===== src/tcw_pkg.sv =====
`timescale 1ns / 1ps
package tcw_pkg;

  localparam int DEF_COLUMNS   = 80;
  localparam int DEF_ROWS      = 25;
  localparam int DEF_TAB_WIDTH = 8;

  localparam int CURSOR_W = 11;
  localparam int CELL_W   = 16;
  localparam int ADDR_W   = 11;
  localparam int CHAR_W   = 8;
  localparam int ATTR_W   = 8;
  localparam int ACTION_W = 2;

  // Stream packing
  localparam int IN_DATA_W    = 24;
  localparam int IN_CHAR_LSB  = 0;
  localparam int IN_ADDR_LSB  = 8;
  localparam int OUT_DATA_W   = 32;
  localparam int OUT_CUR_LSB  = 0;
  localparam int OUT_CELL_LSB = 11;
  localparam int OUT_SCR_BIT  = 27;

  // Configuration port
  localparam int CFG_ADDR_W = 3;
  localparam int CFG_DATA_W = 32;
  localparam logic [0:0] REG_ATTR = 1'b0;

  localparam logic [ACTION_W-1:0] ACT_PUT   = 2'd0;
  localparam logic [ACTION_W-1:0] ACT_CLEAR = 2'd1;
  localparam logic [ACTION_W-1:0] ACT_READ  = 2'd2;

  localparam logic [CHAR_W-1:0] CH_BS    = 8'h08;
  localparam logic [CHAR_W-1:0] CH_TAB   = 8'h09;
  localparam logic [CHAR_W-1:0] CH_LF    = 8'h0A;
  localparam logic [CHAR_W-1:0] CH_CR    = 8'h0D;
  localparam logic [CHAR_W-1:0] CH_SPACE = 8'h20;

  localparam logic [ATTR_W-1:0] ATTR_RESET  = 8'h0F;
  localparam logic [CELL_W-1:0] RESET_BLANK = {ATTR_RESET, CH_SPACE};

  typedef enum logic [2:0] {
    ST_INIT,
    ST_IDLE,
    ST_SCROLL,
    ST_CLEAR,
    ST_DONE
  } state_t;

  // Status of one put request as seen by the sequencer
  typedef struct packed {
    logic printable;
    logic scroll;
  } put_info_t;

endpackage


===== src/tcw_cursor.sv =====
`timescale 1ns / 1ps
module tcw_cursor #(
  parameter int COLUMNS   = tcw_pkg::DEF_COLUMNS,
  parameter int ROWS      = tcw_pkg::DEF_ROWS,
  parameter int TAB_WIDTH = tcw_pkg::DEF_TAB_WIDTH,
  parameter int PW        = $clog2(COLUMNS * ROWS)
) (
  input  logic                       clk,
  input  logic                       rst_n,
  input  logic                       put_en,
  input  logic                       home_en,
  input  logic [tcw_pkg::CHAR_W-1:0] char_code,
  output tcw_pkg::put_info_t         info,
  output logic [PW-1:0]              pos
);
  import tcw_pkg::*;

  localparam int CW  = $clog2(COLUMNS);
  localparam int RW  = $clog2(ROWS);
  localparam int TPW = $clog2(TAB_WIDTH);
  localparam int NW  = $clog2(COLUMNS + TAB_WIDTH);
  localparam int RNW = $clog2(ROWS + 1);

  logic [CW-1:0]  col_r,   col_nxt;
  logic [RW-1:0]  row_r,   row_nxt;
  logic [TPW-1:0] phase_r, phase_nxt;   // column modulo tab width

  logic [NW-1:0]  col_s;
  logic [RNW-1:0] row_s;
  logic [TPW-1:0] phase_s;
  logic           printable;
  logic           scroll;

  assign printable = !char_code[7] && (char_code[6:5] != 2'b00);

  always_comb begin
    col_s   = NW'(col_r);
    row_s   = RNW'(row_r);
    phase_s = phase_r;
    case (char_code)
      CH_BS: begin
        if (col_r != '0) begin
          col_s   = NW'(col_r) - NW'(1);
          phase_s = (phase_r == '0) ? TPW'(TAB_WIDTH - 1) : phase_r - TPW'(1);
        end
      end
      CH_TAB: begin
        col_s   = NW'(col_r) + NW'(TAB_WIDTH) - NW'(phase_r);
        phase_s = '0;
      end
      CH_CR: begin
        col_s   = '0;
        phase_s = '0;
      end
      CH_LF: begin
        col_s   = '0;
        row_s   = RNW'(row_r) + RNW'(1);
        phase_s = '0;
      end
      default: begin
        if (printable) begin
          col_s   = NW'(col_r) + NW'(1);
          phase_s = (phase_r == TPW'(TAB_WIDTH - 1)) ? '0 : phase_r + TPW'(1);
        end
      end
    endcase
    // wrap at the right edge
    if (col_s >= NW'(COLUMNS)) begin
      col_s   = '0;
      row_s   = row_s + RNW'(1);
      phase_s = '0;
    end
  end

  assign scroll = (row_s >= RNW'(ROWS));
  assign info   = '{printable: printable, scroll: scroll};

  always_comb begin
    col_nxt   = col_r;
    row_nxt   = row_r;
    phase_nxt = phase_r;
    if (home_en) begin
      col_nxt   = '0;
      row_nxt   = '0;
      phase_nxt = '0;
    end else if (put_en) begin
      col_nxt   = CW'(col_s);
      phase_nxt = phase_s;
      row_nxt   = scroll ? RW'(ROWS - 1) : RW'(row_s);
    end
  end

  always_ff @(posedge clk) begin
    if (!rst_n) begin
      col_r   <= '0;
      row_r   <= '0;
      phase_r <= '0;
    end else begin
      col_r   <= col_nxt;
      row_r   <= row_nxt;
      phase_r <= phase_nxt;
    end
  end

  assign pos = PW'(row_r) * PW'(COLUMNS) + PW'(col_r);

endmodule


===== config.mk =====
export PLATFORM = sky130hd
export DESIGN_NAME = tcw_cursor
export DESIGN_NICKNAME = d
export VERILOG_FILES = /design/src/tcw_pkg.sv /design/src/tcw_cursor.sv
export SDC_FILE = /design/constraint.sdc
export NUM_CORES = 1
export LEC_CHECK = 0
export ABC_AREA = 0
export BUFFER_PORTS_ARGS = -buffer_cell sky130_fd_sc_hd__buf_2
export CAP_MARGIN = 20
export CORE_UTILIZATION = 34
export CTS_CLUSTER_DIAMETER = 60
export DETAILED_ROUTE_END_ITERATION = 6
export SLEW_MARGIN = 15
export SYNTH_ARGS = -nofsm -noshare
export SYNTH_HDL_FRONTEND = slang
export SYNTH_SLANG_ARGS = --single-unit

===== constraint.sdc =====
create_clock -name clk -period 4.3 [get_ports clk]
set_input_delay 0.43 -clock clk [delete_from_list [all_inputs] [get_ports clk]]
set_output_delay 0.43 -clock clk [all_outputs]
set_load 0.005 [all_outputs]

==> results of run 1 <==
-- sequential cells by signal, summed over array words and instances, names as in the netlist --
name     count
row_r        5
phase_r      3
col_r        7
-- power by group through the flow --
| stage | combinational (uW) | sequential (uW) | clock, uW |
|---|---|---|---|
| 3_5_place_dp | 43.5 | 144 | 0 |
| 2_1_floorplan | 28.5 | 144 | 0 |
| 5_1_grt | 49.1 | 141 | 134 |
| 3_3_place_gp | 43.0 | 144 | 0 |
| 4_1_cts | 43.7 | 141 | 126 |
| 6_report | 43.8 | 141 | 123 |
-- metal layers --
layer | wire (microns) | vias to the layer above | track usage, % | share of wire (%)
met4 | 15 | 0 | 3.39 | 0.28
li1 | - | 1020 | - | -
met3 | 190 | 2 | 2.02 | 3.6
met2 | 2490 | 39 | 31.0 | 47
met1 | 2570 | 938 | 22.7 | 49
met5 | 0 | - | 0 | 0
-- metrics by stage --
stage | power [uW] | worst slack (ns)
floorplan | 172 | 0.782
global placement | 187 | 0.513
detailed placement | 188 | 0.470
CTS | 310 | 0.179
global route | 324 | 0.0158
finish | 308 | 0.188
-- path summary, 6_finish.rpt --
path	cells past startpoint	slack, ns	endpoint
worst min-delay path	3	0.49	row_r[0]
worst max register to register	14	0.77	phase_r[0]
worst min register to register	2	0.54	col_r[1]
worst max-delay path	14	0.19	info[0]
-- cells by family after synthesis --
| logic type | count (synthesis) | synth area share [%] |
|---|---|---|
| buf+inv | 29 | 6.90 |
| flops | 15 | 14.2 |
| compound gates | 72 | 24.8 |
| xor+xnor | 16 | 6.60 |
| mux | 2 | 0.943 |
| simple gates | 105 | 27.9 |
| fa+ha+maj | 30 | 18.7 |
-- worst register-to-register path, delay by kind of cell, from the launching register on --
kind                       cells  cell delay [ns]
AOI/OAI and AO/OA              4             0.93
adders and majority gates      3             0.92
and+or+nand+nor                5             0.92
DFF                            1             0.37
buffers and inverters          2             0.33
-- final cells by class --
type                    instances  share of cell area [%]
multi-input cells             225                    72.2
flip-flops and latches         15                    13.0
repair buffers                 27                    6.15
well taps                      75                    4.05
inverters                      16                    2.59
clock buffers                   3                    1.78
clock inverters                 1                   0.216
-- layout by cell type (no fill, tap or decap), types with 4 or more instances in the layout --
cell / count
a21oi_1: 20
and2_1: 7
buf_2: 24
dfxtp_1: 14
ha_1: 27
inv_1: 15
nand2_1: 25
nand3_1: 12
nand4_1: 5
nor2_1: 16
nor2b_1: 7
nor3_1: 6
o21ai_0: 14
xnor2_1: 12
xor2_1: 4
==> summary.md, run 1 <==
| Metric | Value |
|---|---|
| Status | `finished, final reports clean` |
| Setup Skew | `just under 0.006 ns` |
| Row cnt | `28` |
| Internal Pwr Total | `221 uW` |
| First-pass DRT Iterations | `4` |
| Sw frac | `28.2%` |
| Crit path max fanout | `5` |
| Worst-Skew Late Latency | `0.25 ns` |
| Crit-path max cell delay | `0.40 ns` |
| Top-count cell post-synth | `ha_1` |
| # port buffers | `24` |
| Leak | `0.000995 uW` |
| Finished Layout Cells | `362` |
| GRT Total Usage | `~18%` |
| Dominant cell type by area after synthesis | `ha_1` |
| Final hold vios | `0` |
| Yosys cell types | `63` |
| Family with the most delay on the worst path | `compound AO/OA/AOI/OAI gates` |
| Util after Layout | `38.9%` |
| Final setup viols | `0` |
| Synthesized instance count | `between 200 and 300` |
| Ports | `25` |
| H-tree depth | `1` |
| WP data arrival | `~3.7 ns` |
| Placed cell areas | `0.00227 sq mm` |
| Root Driver | `clkbuf_8` |
| # diodes | `0` |
| DIE HEIGHT | `81 microns` |
| Final WL | `between 5000 and 6000 microns` |
| Post-synth ARST share | `0%` |
| Final Critical Period | `slightly above 4 ns` |
| Clock network fraction of design power | `40.0%` |
| Gr ovfl total | `0` |
| Routed len/inst | `approximately 15 microns` |
| Mean post-synth cell area | `between 7 and 8 sq um` |
| Crit path cell chain | `inv_1, ha_1, ha_1, fa_1, and2_1, o31a_1, o21ai_0, nand3_1, and4_1, o22ai_2, nor2_1, a31o_2, a21boi_2, buf_2` |
| Die Wd | `approximately 80 microns` |
| FF+latch count, synth | `15` |
| Max-cap violations | `0` |
| Hold WS | `0.487 ns` |
| Commonest cells post-synth | `27 x ha_1, 25 x nand2_1, 20 x a21oi_1` |
| RePlAce Congestion | `0.929` |
| Most frequent CP cell | `ha_1` |
| CTS Hold Bufs | `0` |
| Post-layout instance area | `0.00232 sq mm` |
| WP buf/inv | `2` |
| CP Launch Type | `flop` |
| Storage cell area | `302 sq um` |
| P_sw | `86.7 uW` |
| Fin Setup TNS | `0 ns` |
| Synth area leaders | `ha_1 16%, dfxtp_1 14%, xnor2_1 5.0%` |
| CP Capture Type | `output port` |
| ANT nets after route | `0` |
| Die ar. | `0.00656 sq mm` |
| Max-slew violations | `0` |
| Comb power frac | `14.2%` |
| Min-Delay Path Class | `in2reg` |
| Cell Pwr Density | `~130 mW/mm^2` |
| Post-synthesis cell area | `0.00212 sq mm` |
| Post-cts resize count | `0` |
| Clock sink count | `15` |
| CTS tree | `done` |
| Layout Nets | `330` |
| P&R area growth vs syn | `9.32%` |
| Critical path launch point | `phase_r[1]` |
| Via count | `1999` |
| Starting Density | `35.6%` |
| Relative slew margins | `a little over half` |
| Seq pwr share | `45.8%` |
| CORE AREA | `0.00596 sq mm` |
| Crit path kind | `reg2out` |
| Max Freq | `243 MHz` |
| Multi-input logic area | `between 0.0015 and 0.002 sq mm` |
| DRC viols | `0` |
| Sequential share of the synthesized area | `14.2%` |
| Clock transition at path regs | `0.07 ns` |
| RSZ-0062 raised after global routing | `no` |
| Initial DRC count | `about 140` |
| Peak VDD IR | `about 0.15 mV` |
| First-pass GRT wire length | `8960 microns` |
| Req. time, crit path | `between 3 and 4 ns` |
| DP HPWL | `between 4000 and 5000 microns` |
| Syn nets | `slightly above 300` |
| Number of synthesized flops with an enable pin | `0` |
| CTS buffer count | `3` |
| Slew @ Worst Pin | `just under 0.7 ns` |
| Initial antenna violation count | `0` |
| Postcts setup bufs | `0` |
| Number of global-route vias before repair | `1928` |
| Hold Startpoint | `home_en` |
| Worst path slowest cell | `fa_1` |
| Warnings, synthesis | `0` |
| Average via count per standard cell | `5.52` |
| Post-synth top area share | `between 10% and 20%` |
| Synth Flop Type | `dfxtp_1` |
| Worst R2R Start | `phase_r[1]` |
| Share of layout cells above drive strength 1 | `16.4%` |
| Tcrit/Tclk final | `95.6%` |
| Placed insts | `358` |
| Pin count of the biggest net entering global routing | `17` |
| CTS Buffer Depth | `2` |
| Layout filler cell count | `around 650` |
Note: power is estimated with default switching activity, not from simulation.
==> run 2, diff against run 1 <==
- CORE_UTILIZATION: 34 -> 40
==> summary.md, run 2 (synthesis results as in run 1) <==
| Metric | Value |
|---|---|
| Final hold vios | `0` |
| First-pass GRT wire length | `8540 microns` |
| Clock sink count | `15` |
| Average via count per standard cell | `5.51` |
| # port buffers | `24` |
| Slew @ Worst Pin | `0.612 ns` |
| Post-layout instance area | `0.00233 sq mm` |
| Peak VDD IR | `0.0768 mV` |
| H-tree depth | `1` |
| # diodes | `0` |
| Layout filler cell count | `537` |
| Hold Crit Depth | `3` |
| Setup Skew | `0.00729 ns` |
| Die ar. | `0.00560 sq mm` |
| CTS tree | `done` |
| Finished Layout Cells | `about 360` |
| Most frequent cells in the layout | `27 x ha_1, 25 x nand2_1, 24 x buf_2` |
| Final WL | `around 5000 microns` |
| Max-cap violations | `0` |
| Clock transition at path regs | `0.07 ns` |
| Die Wd | `between 70 and 80 microns` |
| Worst-Skew Late Latency | `0.25 ns` |
| Postcts setup bufs | `0` |
| Final setup viols | `0` |
| Top Registers | `col_r x7, row_r x5, phase_r x3` |
| Biggest register | `col_r` |
| P&R area growth vs syn | `9.67%` |
| CP Launch Type | `flop` |
| CTS Hold Bufs | `0` |
| Crit path max fanout | `7` |
| Crit path kind | `reg2out` |
| Req. time, crit path | `3.87 ns` |
| Routed len/inst | `14.4 microns` |
| Max Freq | `246 MHz` |
| WP data arrival | `3.64 ns` |
| DRC viols | `0` |
| CTS buffer count | `3` |
| Status | `finished, final reports clean` |
| Min-Delay Path Class | `in2reg` |
| RePlAce Congestion | `0.907` |
| Commonest non-fill, non-tap cell in the layout | `ha_1` |
| Gr ovfl total | `0` |
| Post-cts resize count | `0` |
| CORE AREA | `0.00511 sq mm` |
| Final Critical Period | `4.07 ns` |
| DIE HEIGHT | `74.8 microns` |
| Initial antenna violation count | `0` |
| ANT nets after route | `0` |
| Hold WS | `0.469 ns` |
| CP Capture Type | `output port` |
| Pwr Total | `between 300 and 400 uW` |
| Tcrit/Tclk final | `94.6%` |
| Root Driver | `clkbuf_8` |
| Placed cell areas | `approximately 0.0023 sq mm` |
| Leak | `0.000982 uW` |
| Max reg flops | `7` |
| Max-slew violations | `0` |
| Relative slew margins | `58.6%` |
| Worst r2r dst | `row_r[2]` |
| Cell Pwr Density | `129 mW/mm^2` |
| Fin Setup TNS | `0 ns` |
| First-pass DRT Iterations | `4` |
| DP HPWL | `roughly 4000 microns` |
| Starting Density | `41.5%` |
| Initial DRC count | `164` |
| Layout Nets | `about 330` |
| Share of layout cells above drive strength 1 | `16.3%` |
| Via count | `1971` |
| Placed insts | `between 300 and 400` |
| GRT Total Usage | `around 20%` |
| CTS Buffer Depth | `2` |
| Worst R2R Start | `phase_r[1]` |
| R2R cell count | `13` |
| Pin count of the biggest net entering global routing | `17` |
| Endpoint, Worst Hold | `row_r[0]` |
| RSZ-0062 raised after global routing | `no` |
| Number of global-route vias before repair | `1833` |
| Row cnt | `26` |
| Ports | `25` |
| Hold Startpoint | `home_en` |
| Reg2Reg Setup Slack | `0.84 ns` |
[run 2: changes by cell type in the layout (fill, tap and decap cells not counted)]
cell and delta:
o22ai_4 +1, buf_4 +1, clkinv_2 -1, o22ai_2 -1, clkbuf_1 +1
[run 2: layout make-up]
cell class / count / area [sq um] / share of cell area [%]
Tap cell: 70 / 87.6 / 3.76
Multi-Input combinational cell: 225 / 1680 / 72.3
Clock buffer: 4 / 45.0 / 1.94
Sequential cell: 15 / 302 / 13.0
Timing Repair Buffer: 28 / 150 / 6.45
Inverter: 16 / 60.1 / 2.58
[run 2: report_power, final]
group	internal, uW	switching (uW)
registers	140	1.40
clock network	65.6	50.1
logic	17.4	26.2
[run 2: worst max-delay path by stage]
stage,from,to,slack (ns)
3_3_place_gp,col_r[1],info[0],0.45
3_5_place_dp,col_r[1],info[0],0.37
4_1_cts,col_r[1],info[0],0.11
2_1_floorplan,col_r[1],info[0],0.78
6_report,phase_r[1],info[0],0.23
5_1_grt,phase_r[1],info[0],0.04
[run 2: metrics by stage]
step / setup slack [ns] / util [%]
CTS: 0.106 / 45.4
global route: 0.0407 / 45.6
finish: 0.233 / 45.6
global placement: 0.448 / 44.5
detailed placement: 0.369 / 44.5
floorplan: 0.782 / -
[run 2: routing by layer]
layer,wire [microns],track usage [%]
met2,2350,32.6
met3,174,3.21
met4,51,3.35
met5,0,0
met1,2580,27.6
[run 2: worst max-delay path: stages, from the launching register on]
cell and delay [ns]:
dfxtp_1 0.35, inv_1 0.08, ha_1 0.28, ha_1 0.23
fa_1 0.41, and2_1 0.19, o31a_1 0.23, o21ai_0 0.32
o211ai_2 0.14, and4_1 0.27, o22ai_4 0.26, nor2_1 0.09
a31o_2 0.27, a21boi_2 0.15, buf_2 0.13
==> run 3, diff against run 2 <==
- CORE_UTILIZATION: 40 -> 54
- PLACE_DENSITY: not set -> 0.78
- clock period: 4.3 -> 3.3 ns (I/O delays scaled with it)
==> summary.md, run 3 (synthesis results as in run 1) <==
| Metric | Value |
|---|---|
| Initial DRC count | `134` |
| Failing checks | `negative setup slack` |
| First-pass DRT Iterations | `4` |
| Final WL | `5830 microns` |
| Via count | `roughly 2.3k` |
| ANT nets after route | `0` |
| Biggest register | `col_r` |
| RePlAce Congestion | `a little under 1` |
| CTS buffer count | `3` |
| Relative slew margins | `a little under 60%` |
| Tcrit/Tclk final | `106%` |
| Root Driver | `clkbuf_8` |
| DRC viols | `0` |
| Post-layout instance area | `about 0.0026 sq mm` |
| Crit path cell chain | `inv_2, ha_4, ha_4, buf_4, buf_4, a211oi_1, o21ai_0, mux2i_1, a211o_1, nor2_2, a2111oi_4, o21bai_4, a31o_4, a21boi_2, buf_2` |
| Die ar. | `0.00418 sq mm` |
| Gr ovfl total | `0` |
| Final setup viols | `1` |
| Starting Density | `57.1%` |
| Pin count of the biggest net entering global routing | `17` |
| Fin Setup TNS | `-0.190 ns` |
| Util after Layout | `a little over two thirds` |
| Routed len/inst | `16.1 microns` |
| CP Capture Type | `output port` |
| GRT Total Usage | `between 20 and 30%` |
| Clock sink count | `15` |
| Commonest non-fill, non-tap cell in the layout | `buf_4` |
| Row cnt | `22` |
| R2R cell count | `15` |
| Worst-Skew Late Latency | `0.27 ns` |
| Max Freq | `287 MHz` |
| CORE AREA | `0.00372 sq mm` |
| CTS tree | `done` |
| Top Registers | `col_r x7, row_r x5, phase_r x3` |
| # port buffers | `24` |
| Leak | `0.00115 uW` |
| Max reg flops | `7` |
| Cell Pwr Density | `around 160 mW/mm^2` |
| CTS Hold Bufs | `0` |
| First-pass GRT wire length | `9450 microns` |
| RSZ-0062 raised after global routing | `yes` |
| Slew @ Worst Pin | `0.634 ns` |
| Average via count per standard cell | `6.22` |
| Final hold vios | `0` |
| Die Wd | `64.7 microns` |
| CTS Buffer Depth | `2` |
| Number of global-route vias before repair | `between 2k and 2.5k` |
| H-tree depth | `1` |
| WP data arrival | `3.16 ns` |
| Clock transition at path regs | `roughly 0.08 ns` |
| Crit-path max cell delay | `about 0.34 ns` |
| Share of layout cells above drive strength 1 | `29.5%` |
| Initial antenna violation count | `0` |
| # diodes | `0` |
| Pwr Total | `424 uW` |
| Max-cap violations | `0` |
| Hold WS | `about 0.37 ns` |
| Worst path slowest cell | `dfxtp_2` |
| Hold Crit Depth | `3` |
| P&R area growth vs syn | `23.6%` |
| Setup Skew | `0.00345 ns` |
| Max-slew violations | `0` |
| Most frequent cells in the layout | `30 x buf_4, 25 x nand2_1, 24 x buf_2` |
| Peak VDD IR | `0.112 mV` |
| Status | `finished, violations left` |
| Min-Delay Path Class | `in2reg` |
| Placed cell areas | `approximately 0.0024 sq mm` |
| CP Launch Type | `flop` |
| Crit path kind | `reg2out` |
| DP HPWL | `4350 microns` |
| Ports | `25` |
| Setup ws final | `-0.190 ns` |
| Req. time, crit path | `around 3 ns` |
| Crit path max fanout | `4` |
| DIE HEIGHT | `64.7 microns` |
| Layout Nets | `358` |
| Final Critical Period | `3.49 ns` |
run 3: cell types whose count changed in the layout (fill, tap and decap cells not counted), moves of 2 or more:
cell	before	now
buf_4	4	30
ha_1	27	23
dfxtp_1	14	11
ha_4	0	3
dfxtp_2	1	3
inv_1	15	13
inv_2	0	2
o21ai_0	14	12
run 3: power by group:
part | internal (uW) | total (uW) | switching, uW
registers | 181 | 182 | 0.776
clock network | 84.4 | 173 | 88.3
logic | 29.0 | 68.9 | 39.9
run 3: layout make-up:
type                    count  area (sq um)
repair buffers             55           357
flip-flops and latches     15           308
well taps                  48          60.1
fillers                   310          1090
clock buffers               3          41.3
clock inverters             1          5.00
multi-input cells         225          1790
inverters                  16          60.1
run 3: repair_timing:
item                                    CTS  global route
endpoints found under the setup margin    1             2
cloned                                    0             0
pin swaps                                14             7
resized for setup                        16             9
endpoints found under the hold margin     0             0
buffers inserted                          3             4
run 3: worst paths after layout:
| kind | slack, ns | start | end |
|---|---|---|---|
| worst min register to register | 0.54 | phase_r[0] | phase_r[0] |
| worst max register to register | 0.18 | phase_r[1] | row_r[1] |
| worst max-delay path | -0.19 | phase_r[1] | info[0] |
| worst min-delay path | 0.37 | home_en | row_r[0] |
run 3: through the flow:
stage	instances	setup WS, ns
floorplan	269	0.0311
global placement	352	0.0542
detailed placement	352	-0.0696
CTS	359	-0.148
global route	363	-0.308
finish	363	-0.190
run 3: critical path: cells and delay by family, from the launching register on:
family / cells / cell delay [ns]
flip-flops: 1 / 0.34
AO/OA/AOI/OAI: 7 / 1.33
AND/OR/NAND/NOR: 1 / 0.26
adder cells (fa/ha/maj): 2 / 0.39
buffers and inverters: 4 / 0.42
multiplexers: 1 / 0.15
run 3: routing by layer:
metal / vias to the layer above / GRT usage, % / share of wire (%) / routed length (microns)
met5: - / 0 / 0 / 0
met4: 0 / 12.5 / 1.9 / 111
met3: 13 / 3.52 / 6.9 / 403
met2: 101 / 49.5 / 49 / 2860
met1: 1069 / 36.7 / 42 / 2460
li1: 1074 / - / - / -
